[src/sv/ptw_ram.sv]
module ptw_ram #(
   parameter int WIDTH = 8,
   parameter int DEPTH = 16
) (
   input  logic                     clock,
   input  logic                     we,
   input  logic [$clog2(DEPTH)-1:0] addr,
   input  logic [WIDTH-1:0]         wdata,
   output logic [WIDTH-1:0]         rdata
);

   logic [WIDTH-1:0] mem [DEPTH];
   logic [WIDTH-1:0] rdata_ff;

   always_ff @(posedge clock) begin
      if (we) begin
         mem[addr] <= wdata;
      end
      rdata_ff <= mem[addr];
   end

   assign rdata = rdata_ff;

endmodule

[config.mk]
export PLATFORM = sky130hd
export DESIGN_NAME = ptw_ram
export DESIGN_NICKNAME = d
export VERILOG_FILES = /design/src/sv/ptw_ram.sv
export SDC_FILE = /design/constraint.sdc
export NUM_CORES = 1
export LEC_CHECK = 0
export BUFFER_PORTS_ARGS = -buffer_cell sky130_fd_sc_hd__buf_4
export CELL_PAD_IN_SITES_DETAIL_PLACEMENT = 1
export CELL_PAD_IN_SITES_GLOBAL_PLACEMENT = 2
export CORE_AREA = 2 2 112 114
export CTS_BUF_LIST = sky130_fd_sc_hd__clkbuf_4 sky130_fd_sc_hd__clkbuf_8 sky130_fd_sc_hd__clkbuf_16
export DETAILED_ROUTE_END_ITERATION = 8
export DIE_AREA = 0 0 114 116
export PLACE_DENSITY = 0.82
export SYNTH_ARGS = -nofsm -noshare
export SYNTH_HDL_FRONTEND = slang
export SYNTH_SLANG_ARGS = --single-unit
[constraint.sdc]
create_clock -name clock -period 2.1 [get_ports clock]
set_clock_uncertainty 0.15 [all_clocks]
set_input_delay 0.42 -clock clock [delete_from_list [all_inputs] [get_ports clock]]
set_output_delay 0.42 -clock clock [all_outputs]
set_load 0.02 [all_outputs]
==> flow_summary.toml <==
[status]
status = "complete, no violations"

[setup_path]
crit_family = "buffers and inverters"
reg2reg_depth = 3
crit_start = "addr[0]"
crit_type = "primary input to flip-flop"
worstSetupStartpointType = "primary input"
cp.arrival_ps = 1860
slowest_delay_ps = 490
crit_path_end = "rdata[7]"
cp-end-kind = "flip-flop"
worstPathRequired_ps = 2230
reg2reg_slack_ps = 520
path_buf_inv = 3
crit_path_frequent_cell = "buf_12"
crit_fanout = 19
reg2reg_from = "mem[5][2]"
crit_cells = 6
crit_chain = "buf_4, buf_12, buf_12, mux4_2, a22oi_1, nand2_1"
r2r-end = "rdata[2]"
cp_slowest_cell = "mux4_2"

[placed_design]
postPlaceCellArea_um2 = 5569
place_inst = 413
post-dp-hpwl_mm = 6.816
portBuffers = 21
gp_congestion = 0.7638

[routing]
drt_wl_total_mm = 11.14
num_vias = 2428
initialDrtViolationCount = 240
first_pass_iters = 4
drt.antenna.violating_nets = 0
post_drt_wl_per_cell_um = 25.08
via_per_inst = 5.468
drcViolationCount = 0

[final_layout]
area_delta_synth_final_pct = 20.49
drive_gt1_share_pct = 37.37
final_cells = 444
nets = 299
design_area_um2 = 6106
n_antenna_cell = 0

[floorplan]
core_area_um2 = 11910
ios = 22
die_w_um = 114
dieHeight_um = 116
dieArea_um2 = 13220
start_util_pct = 42.54
core.rowCount = 40

[cts]
cts_tree = "built"
ctsHtreeMaxLevel = 4
cts.sinks = 136
cts_root_buf = "clkbuf_16"
post_cts_buffers = 0
cts_resized = 0
cts.reportedPaths.clkPinSlew_ps = 50
ctsHoldBuffers = 0
cts_max_path_buffers = 2
cts_buffers = 17
clk_latency_ps = 410

[grt]
antenna_found_initial = 0
grt_max_degree = 21
grt_pass1_vias = 2615
grt_pass1_wl_mm = 16.63
grt.total_usage_pct = 18.41
overflow = 0

[min_path]
hp-class = "primary input to flip-flop"

[logic_synthesis]
syn_avg_cell_area_um2 = 22.03
syn_inst = 230
syn-num-nets = 244
yosysMostFrequentCell = "edfxtp_1"
synth_area_leader_cell = "edfxtp_1"
synth_top_area_share_pct = 75.85
synth_seq_cells = 136
ys_warn_count = 0
seq_area_frac_synth_pct = 79.01
synth_area_um2 = 5067
synth_async_sr_flop_share_pct = 0
synth_edf_count = 128
synth_common_cells = "edfxtp_1 (128), mux4_2 (32), a22oi_1 (16), nor2_1 (13), nand2_1 (9)"
netlist_top_cells_area = "edfxtp_1 (76%), mux4_2 (14%), dfxtp_1 (3.2%), a22oi_1 (2.4%), nor2_1 (0.96%)"
yosys.cell_types.count = 18
ys.flop_type = "edfxtp_1"

[sta]
relSlewSlack_pct = 40.34
period_needed_ps = 1726
slew_viol_final = 0
finalSetupTns_ps = 0
timing.fmax_ghz = 0.5795
rsz0062_at_grt = "no"
timing.final.crit_share_pct = 82.18
setup_viol = 0
worst_pin_slew_ps = 891.6
finalHoldViolations = 0

[flow_run]
max-cap-violations = 0

[pwr]
max-vdd-ir-drop_uv = 596.6
p_leak_nw = 2.050
power-per-cell-area_nw_per_um2 = 993.7
[per-stage QoR]
stage / total power (W) / utilization [%] / worst slack (ps) / hold slack (ps)
floorplan: 0.003283 / - / 36.99 / 368.9
global placement: 0.003439 / 46.75 / -17.92 / 498.5
detailed placement: 0.003453 / 46.75 / -37.46 / 509.9
CTS: 0.006125 / 51.26 / 398.6 / 163.8
global route: 0.006251 / 51.26 / 326.2 / 184.0
finish: 0.006068 / 51.26 / 374.2 / 181.5
[power by group]
part / switching (W) / internal, W
clock: 0.00101 / 0.00165
combinational: 0.000188 / 0.000150
sequential: 0.0000243 / 0.00304
[layout make-up]
class / instances / area [um^2]
fill: 1076 / 5806
sequential: 136 / 4004
clock buffer: 21 / 455.4
multi-input combinational: 83 / 1003
tap: 147 / 183.9
clock inverter: 10 / 81.33
timing repair buffer: 47 / 377.9
[cells in the final DEF, fill, tap and decap left out, drive strengths merged]
cell type	instances
edfxtp	128
nor3	4
nand3b	2
nand2	9
dfxtp	8
mux4	32
bufinv	1
and2	1
or3b	1
buf	47
nand2b	2
clkbuf	21
nand3	1
nor2	13
nor2b	2
a22oi	16
clkinvlp	1
clkinv	8
[registers in the layout, summed over array words and instances (netlist names)]
name   count
mem      128
rdata      8
[worst min-delay path by stage]
stage                      end       start  slack [ps]  cells past startpoint
detailed placement    rdata[2]  mem[14][2]         510                      3
CTS                  mem[8][1]    wdata[1]         160                      1
global placement      rdata[2]  mem[14][2]         500                      3
floorplan            mem[0][0]    wdata[0]         370                      0
global route        mem[12][1]    wdata[1]         180                      1
finish               mem[9][0]    wdata[0]         180                      1
[worst reg2reg max path: stages, from the launching register on]
cell      delay [ps]
edfxtp_1         410
mux4_2           490
a22oi_1          320
nand2_1           90
[cell families after synthesis]
family	synth area share, %
DFF	79.01
and+or+nand+nor	3.210
AOI/OAI and AO/OA	2.370
muxes	14.22
buffers and inverters	1.185
[layer usage]
layer  global-route usage [%]  share of wire [%]  vias to the layer above
met2                    30.99                 52                       89
met3                    5.282                7.3                        6
li1                         -                  -                     1072
met1                    22.74                 40                     1261
met5                        0                  0                        -
met4                    7.236               0.75                        0
(Power assumes the default switching activity.)
