===== src/sv/ptw_pkg.sv =====
package ptw_pkg;

   localparam int POOL_PAGES = 64;
   localparam int ENTRIES_PER_PAGE = 512;
   localparam int IDX_W = 9;
   localparam int PAGE_W = $clog2(POOL_PAGES);
   localparam int NFP_W = $clog2(POOL_PAGES + 1);
   localparam int ADDR_W = PAGE_W + IDX_W;
   localparam int TOTAL_ENTRIES = POOL_PAGES * ENTRIES_PER_PAGE;
   localparam int PPN_W = 40;
   localparam int ENTRY_W = 64;
   // one tag bit above the entry: written while its page was allocated
   localparam int RAM_W = ENTRY_W + 1;

   localparam logic [1:0] LVL_LEAF = 2'd3;

   typedef enum logic {
      OP_MAP   = 1'b0,
      OP_UNMAP = 1'b1
   } op_type;

   typedef enum logic [1:0] {
      STATUS_DONE    = 2'd0,
      STATUS_INVALID = 2'd1,
      STATUS_NOMEM   = 2'd2
   } status_type;

   typedef enum logic [2:0] {
      ST_CLEAR,
      ST_IDLE,
      ST_READ,
      ST_CHECK,
      ST_FINISH
   } state_type;

   typedef struct packed {
      logic             subtract;
      logic [PPN_W-1:0] a;
      logic [PPN_W-1:0] b;
   } alu_op_type;

   typedef struct packed {
      logic [PPN_W-1:0] page_num;
      logic             in_pool;
   } alu_result_type;

endpackage


===== src/sv/ptw_alu.sv =====
module ptw_alu
   import ptw_pkg::*;
(
   input  alu_op_type     op_in,
   output alu_result_type result
);

   logic [PPN_W-1:0] b_eff;
   logic [PPN_W-1:0] sum;

   // one 40-bit adder: link page minus base, or base plus new page
   assign b_eff = op_in.b ^ {PPN_W{op_in.subtract}};
   assign sum = op_in.a + b_eff + PPN_W'(op_in.subtract);

   assign result.page_num = sum;
   assign result.in_pool = (sum < PPN_W'(POOL_PAGES));

endmodule


===== config.mk =====
export PLATFORM = sky130hd
export DESIGN_NAME = ptw_alu
export DESIGN_NICKNAME = d
export VERILOG_FILES = /design/src/sv/ptw_pkg.sv /design/src/sv/ptw_alu.sv
export SDC_FILE = /design/constraint.sdc
export NUM_CORES = 1
export LEC_CHECK = 0
export ABC_AREA = 0
export BUFFER_PORTS_ARGS = -buffer_cell sky130_fd_sc_hd__buf_2
export CAP_MARGIN = 20
export CORE_MARGIN = 4
export CORE_UTILIZATION = 35
export DETAILED_ROUTE_END_ITERATION = 8
export GPL_TIMING_DRIVEN = 0
export PLACE_DENSITY = 0.67
export SLEW_MARGIN = 20
export SYNTH_ARGS = -nofsm -noshare
export SYNTH_HDL_FRONTEND = slang
export SYNTH_SLANG_ARGS = --single-unit

===== constraint.sdc =====
create_clock -name vclk -period 3.5
set_input_delay 0.175 -clock vclk [all_inputs]
set_output_delay 0.175 -clock vclk [all_outputs]
set_load 0.05 [all_outputs]

==> summary.txt, run 1 <==
Worst Path Buf+Inv - 5
Max-slew violations - 0
ANT nets after route - 0
Crit Path Class - input pin to output pin
Period utilization - 1.10
Post-Syn Area - 3260 µm²
GP Congestion - 0.916
Layout cells sized above 1 - 0.437
Worst Max-Slew Pin Slew - 0.574 ns
Sw power - 1.35 mW
Max cap viols - 0
Effective utilization at floorplan - 0.367
Hold Buf Count CTS - 0
TritonRoute pass-1 iters - 5
Fillcell total - 857
Crit-path slowest cell - or4_1
Delay-heaviest family, CP - compound AO/OA/AOI/OAI gates
Final min period - 3.86 ns
DR vias - 4101
Largest stage delay, worst path - 0.50 ns
Die X - 105 µm
Gate power share - 1.000
Number of remaining DRC errors - 0
Run status - finished with violations
Fin Hold WS - 0.735 ns
P_int - 660 µW
First-pass GRT wire length - 18.9 mm
Syn Nets - 579
Syn avg cell area - 7.11 µm²
Final number of setup-violating endpoints - 2
Register area - 0 µm²
DR vias/cell - 5.80
Met2 WL post-DR - 5.48 mm
Crit end category - output pin
Worst EP arrival - 3.68 ns
Antenna Cells - 0
Core area - 8890 µm²
Total grt overflow - 0
Post-DP Area - 4320 µm²
Pin count of the biggest net entering global routing - 11
CLK BUF - 0
LEAKAGE - 2.14 nW
# rows - 34
Count of flip-flops and latches - 0
Switch share - 0.673
DRT met1 WL - 5.61 mm
Hpwl dp - 9.68 mm
IO Pins - 122
Die Ht - 105 µm
Max Fanout on Critical Path - 9
Startpoint Class - input pin
Cells after Synth - 459
Worst setup margin - -0.356 ns
Failing checks - setup timing
# port buffers - 121
Seq/Total Area, Yosys - 0
VDD IR max - 0.252 mV
Final hold violation count - 0
Global-route usage over all layers - 0.203
1st-iter DRT viols - 227
CP required - 3.32 ns
Initial antenna violation count - 0
Fin nets - 721
Drt total wl - 12.0 mm
Die footprint - 10900 µm²
Final instance area - 4910 µm²
Distinct cells, synth - 70
Top Layer Used - met4
Max Freq - 259 MHz
Syn-to-layout area delta - 50.4%
Routed length per instance - 17.0 µm
Slew Limit Headroom - 0.614
Vias in the first global route - 3839
PwrDens - 411 nW/µm²
Sequential share of power - 0
Hold WC Path Type - input pin to output pin
Clock power frac - 0
WL met3 - 849 µm
RSZ-0062 raised after global routing - true
Total power - 2.01 mW
Worst-path cell chain - buf_12, buf_12, buf_4, xor2_1, ha_1, buf_6, a21o_1, o21bai_2, a221oi_2, a211oi_2, or4_1, a222oi_1, and4_1, nand4_1, nor4_4, buf_6
Final Core Density - 0.552
Warnings, synthesis - 0
cell families (layout without fill, tap and decap cells):
group | count (synthesis) | count (layout) | synth area share
mux | 4 | 4 | 0.0165
buf+inv | 34 | 174 | 0.0503
xor+xnor | 67 | 67 | 0.180
fa+ha+maj | 39 | 39 | 0.152
simple gates | 162 | 162 | 0.260
compound gates | 153 | 153 | 0.341
synthesized netlist by cell type, drive strengths merged (9+ instances only):
cell type | number | area [µm²]
and2 | 9 | 56.3
a21oi | 46 | 260
clkbuf | 13 | 48.8
xnor2 | 10 | 87.6
xor2 | 57 | 499
a21o | 11 | 82.6
nand3 | 15 | 75.1
o21ai | 28 | 140
nor3 | 14 | 75.1
nand2 | 48 | 183
nor2 | 26 | 97.6
ha | 38 | 475
buf | 14 | 88.8
nand4 | 16 | 100
a211oi | 11 | 97.6
path summary, 6_finish.rpt:
path / endpoint / slack, ns / depth (start not counted) / startpoint
hold / removal: result[1] / 0.74 / 3 / op_in[40]
setup / recovery: result[0] / -0.36 / 16 / op_in[80]
power groups by stage:
stage / clock (mW) / combinational, mW / sequential, mW
CTS: 0 / 1.95 / 0
global route: 0 / 2.13 / 0
global placement: 0 / 1.81 / 0
finish: 0 / 2.01 / 0
detailed placement: 0 / 1.82 / 0
floorplan: 0 / 1.43 / 0
per-layer routing:
metal | vias up | global-route usage
met5 | - | 0
met2 | 162 | 0.333
met3 | 6 | 0.0216
met4 | 0 | 0.0142
li1 | 2015 | -
met1 | 1918 | 0.298
cells in the final DEF (no fill, tap or decap), drive strengths merged, types with 4 or more instances in the layout:
cell and count:
a211oi 11, nand4 16, and2 9, a31oi 4, a2111oi 5, a21oi 46
xnor2 10, nor4 6, o31ai 5, xor2 57, o21ai 28, nand3 15
o211ai 8, a311oi 5, inv 7, a21o 11, buf 153, o21bai 5
o21a 5, or3 7, nor3 14, nand2 48, ha 38, nor2 26
clkbuf 13
final cells by class:
| type | count | area [µm²] | share of cell area |
|---|---|---|---|
| multi-input combinational | 425 | 3700 | 0.754 |
| timing repair buffer | 143 | 825 | 0.168 |
| buffer | 24 | 223 | 0.0454 |
| tap | 108 | 135 | 0.0275 |
| inverter | 7 | 26.3 | 0.00536 |
worst min-delay path, delay by kind of cell:
kind,cells,cell delay (ns)
buffers and inverters,2,0.32
XOR/XNOR,1,0.07
metrics by stage:
stage / TNS, ns / setup slack, ns / cells
2_1_floorplan: -0.307 / -0.307 / 459
3_3_place_gp: -1.61 / -0.823 / 688
3_5_place_dp: -1.65 / -0.805 / 688
4_1_cts: -0.345 / -0.345 / 704
5_1_grt: -0.702 / -0.457 / 707
6_report: -0.390 / -0.356 / 707
timing repair:
| item | in CTS | in global routing |
|---|---|---|
| gates resized for setup | 62 | 30 |
| pin swaps | 25 | 12 |
| endpoints found under the hold margin | 0 | 0 |
| cloned | 1 | 0 |
| endpoints found under the setup margin | 4 | 4 |
| setup buffers | 18 | 3 |
(Power assumes the default switching activity.)
==> run 2: changes to the inputs <==
CORE_UTILIZATION = 48   (was 35)
PLACE_DENSITY = 0.86   (was 0.67)
==> run 2 against run 1 <==
The flow still finishes with violations (setup timing). Fmax shrank 5.5%. Worst hold slack gained 0.014 ns. Critical path depth grew 1. Combinational power grew 2%. Non-clock buffer count grew 12. Global-route usage grew 6.9 points. Flip-flop and latch count is the same. Total power grew 2.1%. Setup slack lost 0.22 ns. Via count grew 8.1%. Sequential share of layout area is the same. Die area shrank 25%. Critical path type unchanged. Largest cell class unchanged.
==> summary.txt, run 2 (synthesis results as in run 1) <==
PwrDens - 423 nW/µm² (+3.0%)
Core area - 6460 µm² (-27%)
Final min period - 4.08 ns (+0.223 ns)
Die X - 90.4 µm (-13%)
Worst setup margin - -0.579 ns (-0.223 ns)
Largest stage delay, worst path - 0.49 ns (about the same)
CLK BUF - 0 (unchanged)
Failing checks - setup timing
Startpoint Class - input pin
DR vias/cell - 6.44 (+11%)
Effective utilization at floorplan - 0.505 (+0.138)
Final number of setup-violating endpoints - 4 (+2)
VDD IR max - 0.310 mV (+23%)
Final hold violation count - 0 (unchanged)
Antenna Cells - 0 (unchanged)
# rows - 29 (-15%)
ANT nets after route - 0 (unchanged)
Total grt overflow - 0 (unchanged)
Worst-path cell chain - buf_8, buf_12, clkbuf_16, xor2_1, ha_1, buf_6, a211oi_2, nor2_2, o311ai_4, buf_4, a21boi_0, or3_1, a222oi_1, and4_1, nand4_1, nor4_4, buf_6
Worst Max-Slew Pin Slew - 0.691 ns (+0.117 ns)
Pre-CTS setup slack - -0.862 ns (-0.0562 ns)
Crit-path slowest cell - a222oi_1
RSZ-0062 raised after global routing - true
Max Fanout on Critical Path - 8 (-1)
Pin count of the biggest net entering global routing - 11 (unchanged)
Syn-to-layout area delta - 49.2%
Fillcell total - 496 (-42%)
GP Congestion - 0.944 (+3.1%)
CP dominant cell by count - buf_6
Period utilization - 1.17 (+0.0636)
Run status - finished with violations
Max Freq - 245 MHz (-5.5%)
Crit Path Class - input pin to output pin
Worst EP arrival - 3.90 ns (+0.22 ns)
IO Pins - 122 (unchanged)
Slew Limit Headroom - 0.535 (-0.0786)
Total power - 2.06 mW (+2.1%)
LEAKAGE - 2.16 nW (+1.1%)
Initial antenna violation count - 0 (unchanged)
Count of flip-flops and latches - 0 (unchanged)
First-pass GRT wire length - 19.1 mm (+0.69%)
TritonRoute pass-1 iters - 5 (unchanged)
Vias in the first global route - 4077 (+6.2%)
DR vias - 4432 (+8.1%)
Commonest cells after routing, fill and taps aside - buf_2, xor2_1, nand2_1
Commonest non-fill, non-tap cell in the layout - buf_2
1st-iter DRT viols - 367 (+62%)
Number of remaining DRC errors - 0 (unchanged)
Drt total wl - 13.1 mm (+8.6%)
# port buffers - 121 (unchanged)
Hold WC Path Type - input pin to output pin
Crit end category - output pin
Fin nets - 733 (+1.7%)
Layout cells sized above 1 - 0.434 (-0.00368)
Global-route usage over all layers - 0.271 (+0.0685)
Register area - 0 µm² (unchanged)
Die footprint - 8180 µm² (-25%)
Max cap viols - 0 (unchanged)
Routed length per instance - 19.0 µm (+12%)
Max-slew violations - 0 (unchanged)
CP required - 3.32 ns (about the same)
Hpwl dp - 9.44 mm (-2.5%)
Die Ht - 90.4 µm (-13%)
==> run 2: layout make-up <==
| class | instances | area [µm²] | area share |
|---|---|---|---|
| tap | 77 | 96.3 | 0.0198 |
| multi-input combinational | 425 | 3620 | 0.744 |
| timing repair buffer | 155 | 898 | 0.185 |
| inverter | 7 | 26.3 | 0.00540 |
| buffer | 24 | 226 | 0.0465 |
==> run 2: per-stage QoR <==
stage | instance area [µm²] | std cells | util | hold WS (ns) | TNS (ns)
2_1_floorplan | 3580 | 459 | - | 0.618 | -0.307
3_3_place_gp | 4280 | 657 | 0.663 | 0.732 | -1.42
3_5_place_dp | 4280 | 657 | 0.663 | 0.734 | -1.69
4_1_cts | 4590 | 673 | 0.710 | 0.736 | -0.655
5_1_grt | 4870 | 688 | 0.753 | 0.787 | -1.42
6_report | 4870 | 688 | 0.753 | 0.749 | -1.07
==> run 2: path summary, 6_finish.rpt <==
| path | cells after the start | slack [ns] | end | from |
|---|---|---|---|---|
| worst min-delay path | 3 | 0.75 | result[1] | op_in[40] |
| worst max-delay path | 17 | -0.58 | result[0] | op_in[80] |
==> run 2: routing by layer <==
metal  vias up  GRT usage  wire length (µm)
met3        38     0.0258              1180
li1       2041          -                 -
met1      2074      0.362              5360
met2       279      0.467              6190
met5         -          0                 0
met4         0     0.0676               339
==> run 2: timing repair <==
item | in CTS | in global routing
resized for setup | 33 | 52
hold buffers | 0 | 0
buffers inserted | 16 | 17
endpoints found under the hold margin | 0 | 0
pin swaps | 20 | 29
cloned | 1 | 0
endpoints found under the setup margin | 5 | 9
==> run 2: critical path, delay by kind of cell <==
kind            cells  cell delay (ns)
compound gates      4             1.16
xor+xnor            1             0.14
fa+ha+maj           1             0.32
buf+inv             6             0.91
simple gates        5             1.21
==> run 2: power by group <==
group / leakage, nW / total (mW) / switching [mW] / internal [mW]
Combinational: 2.16 / 2.06 / 1.38 / 0.682
Sequential: 0 / 0 / 0 / 0
Clock: 0 / 0 / 0 / 0
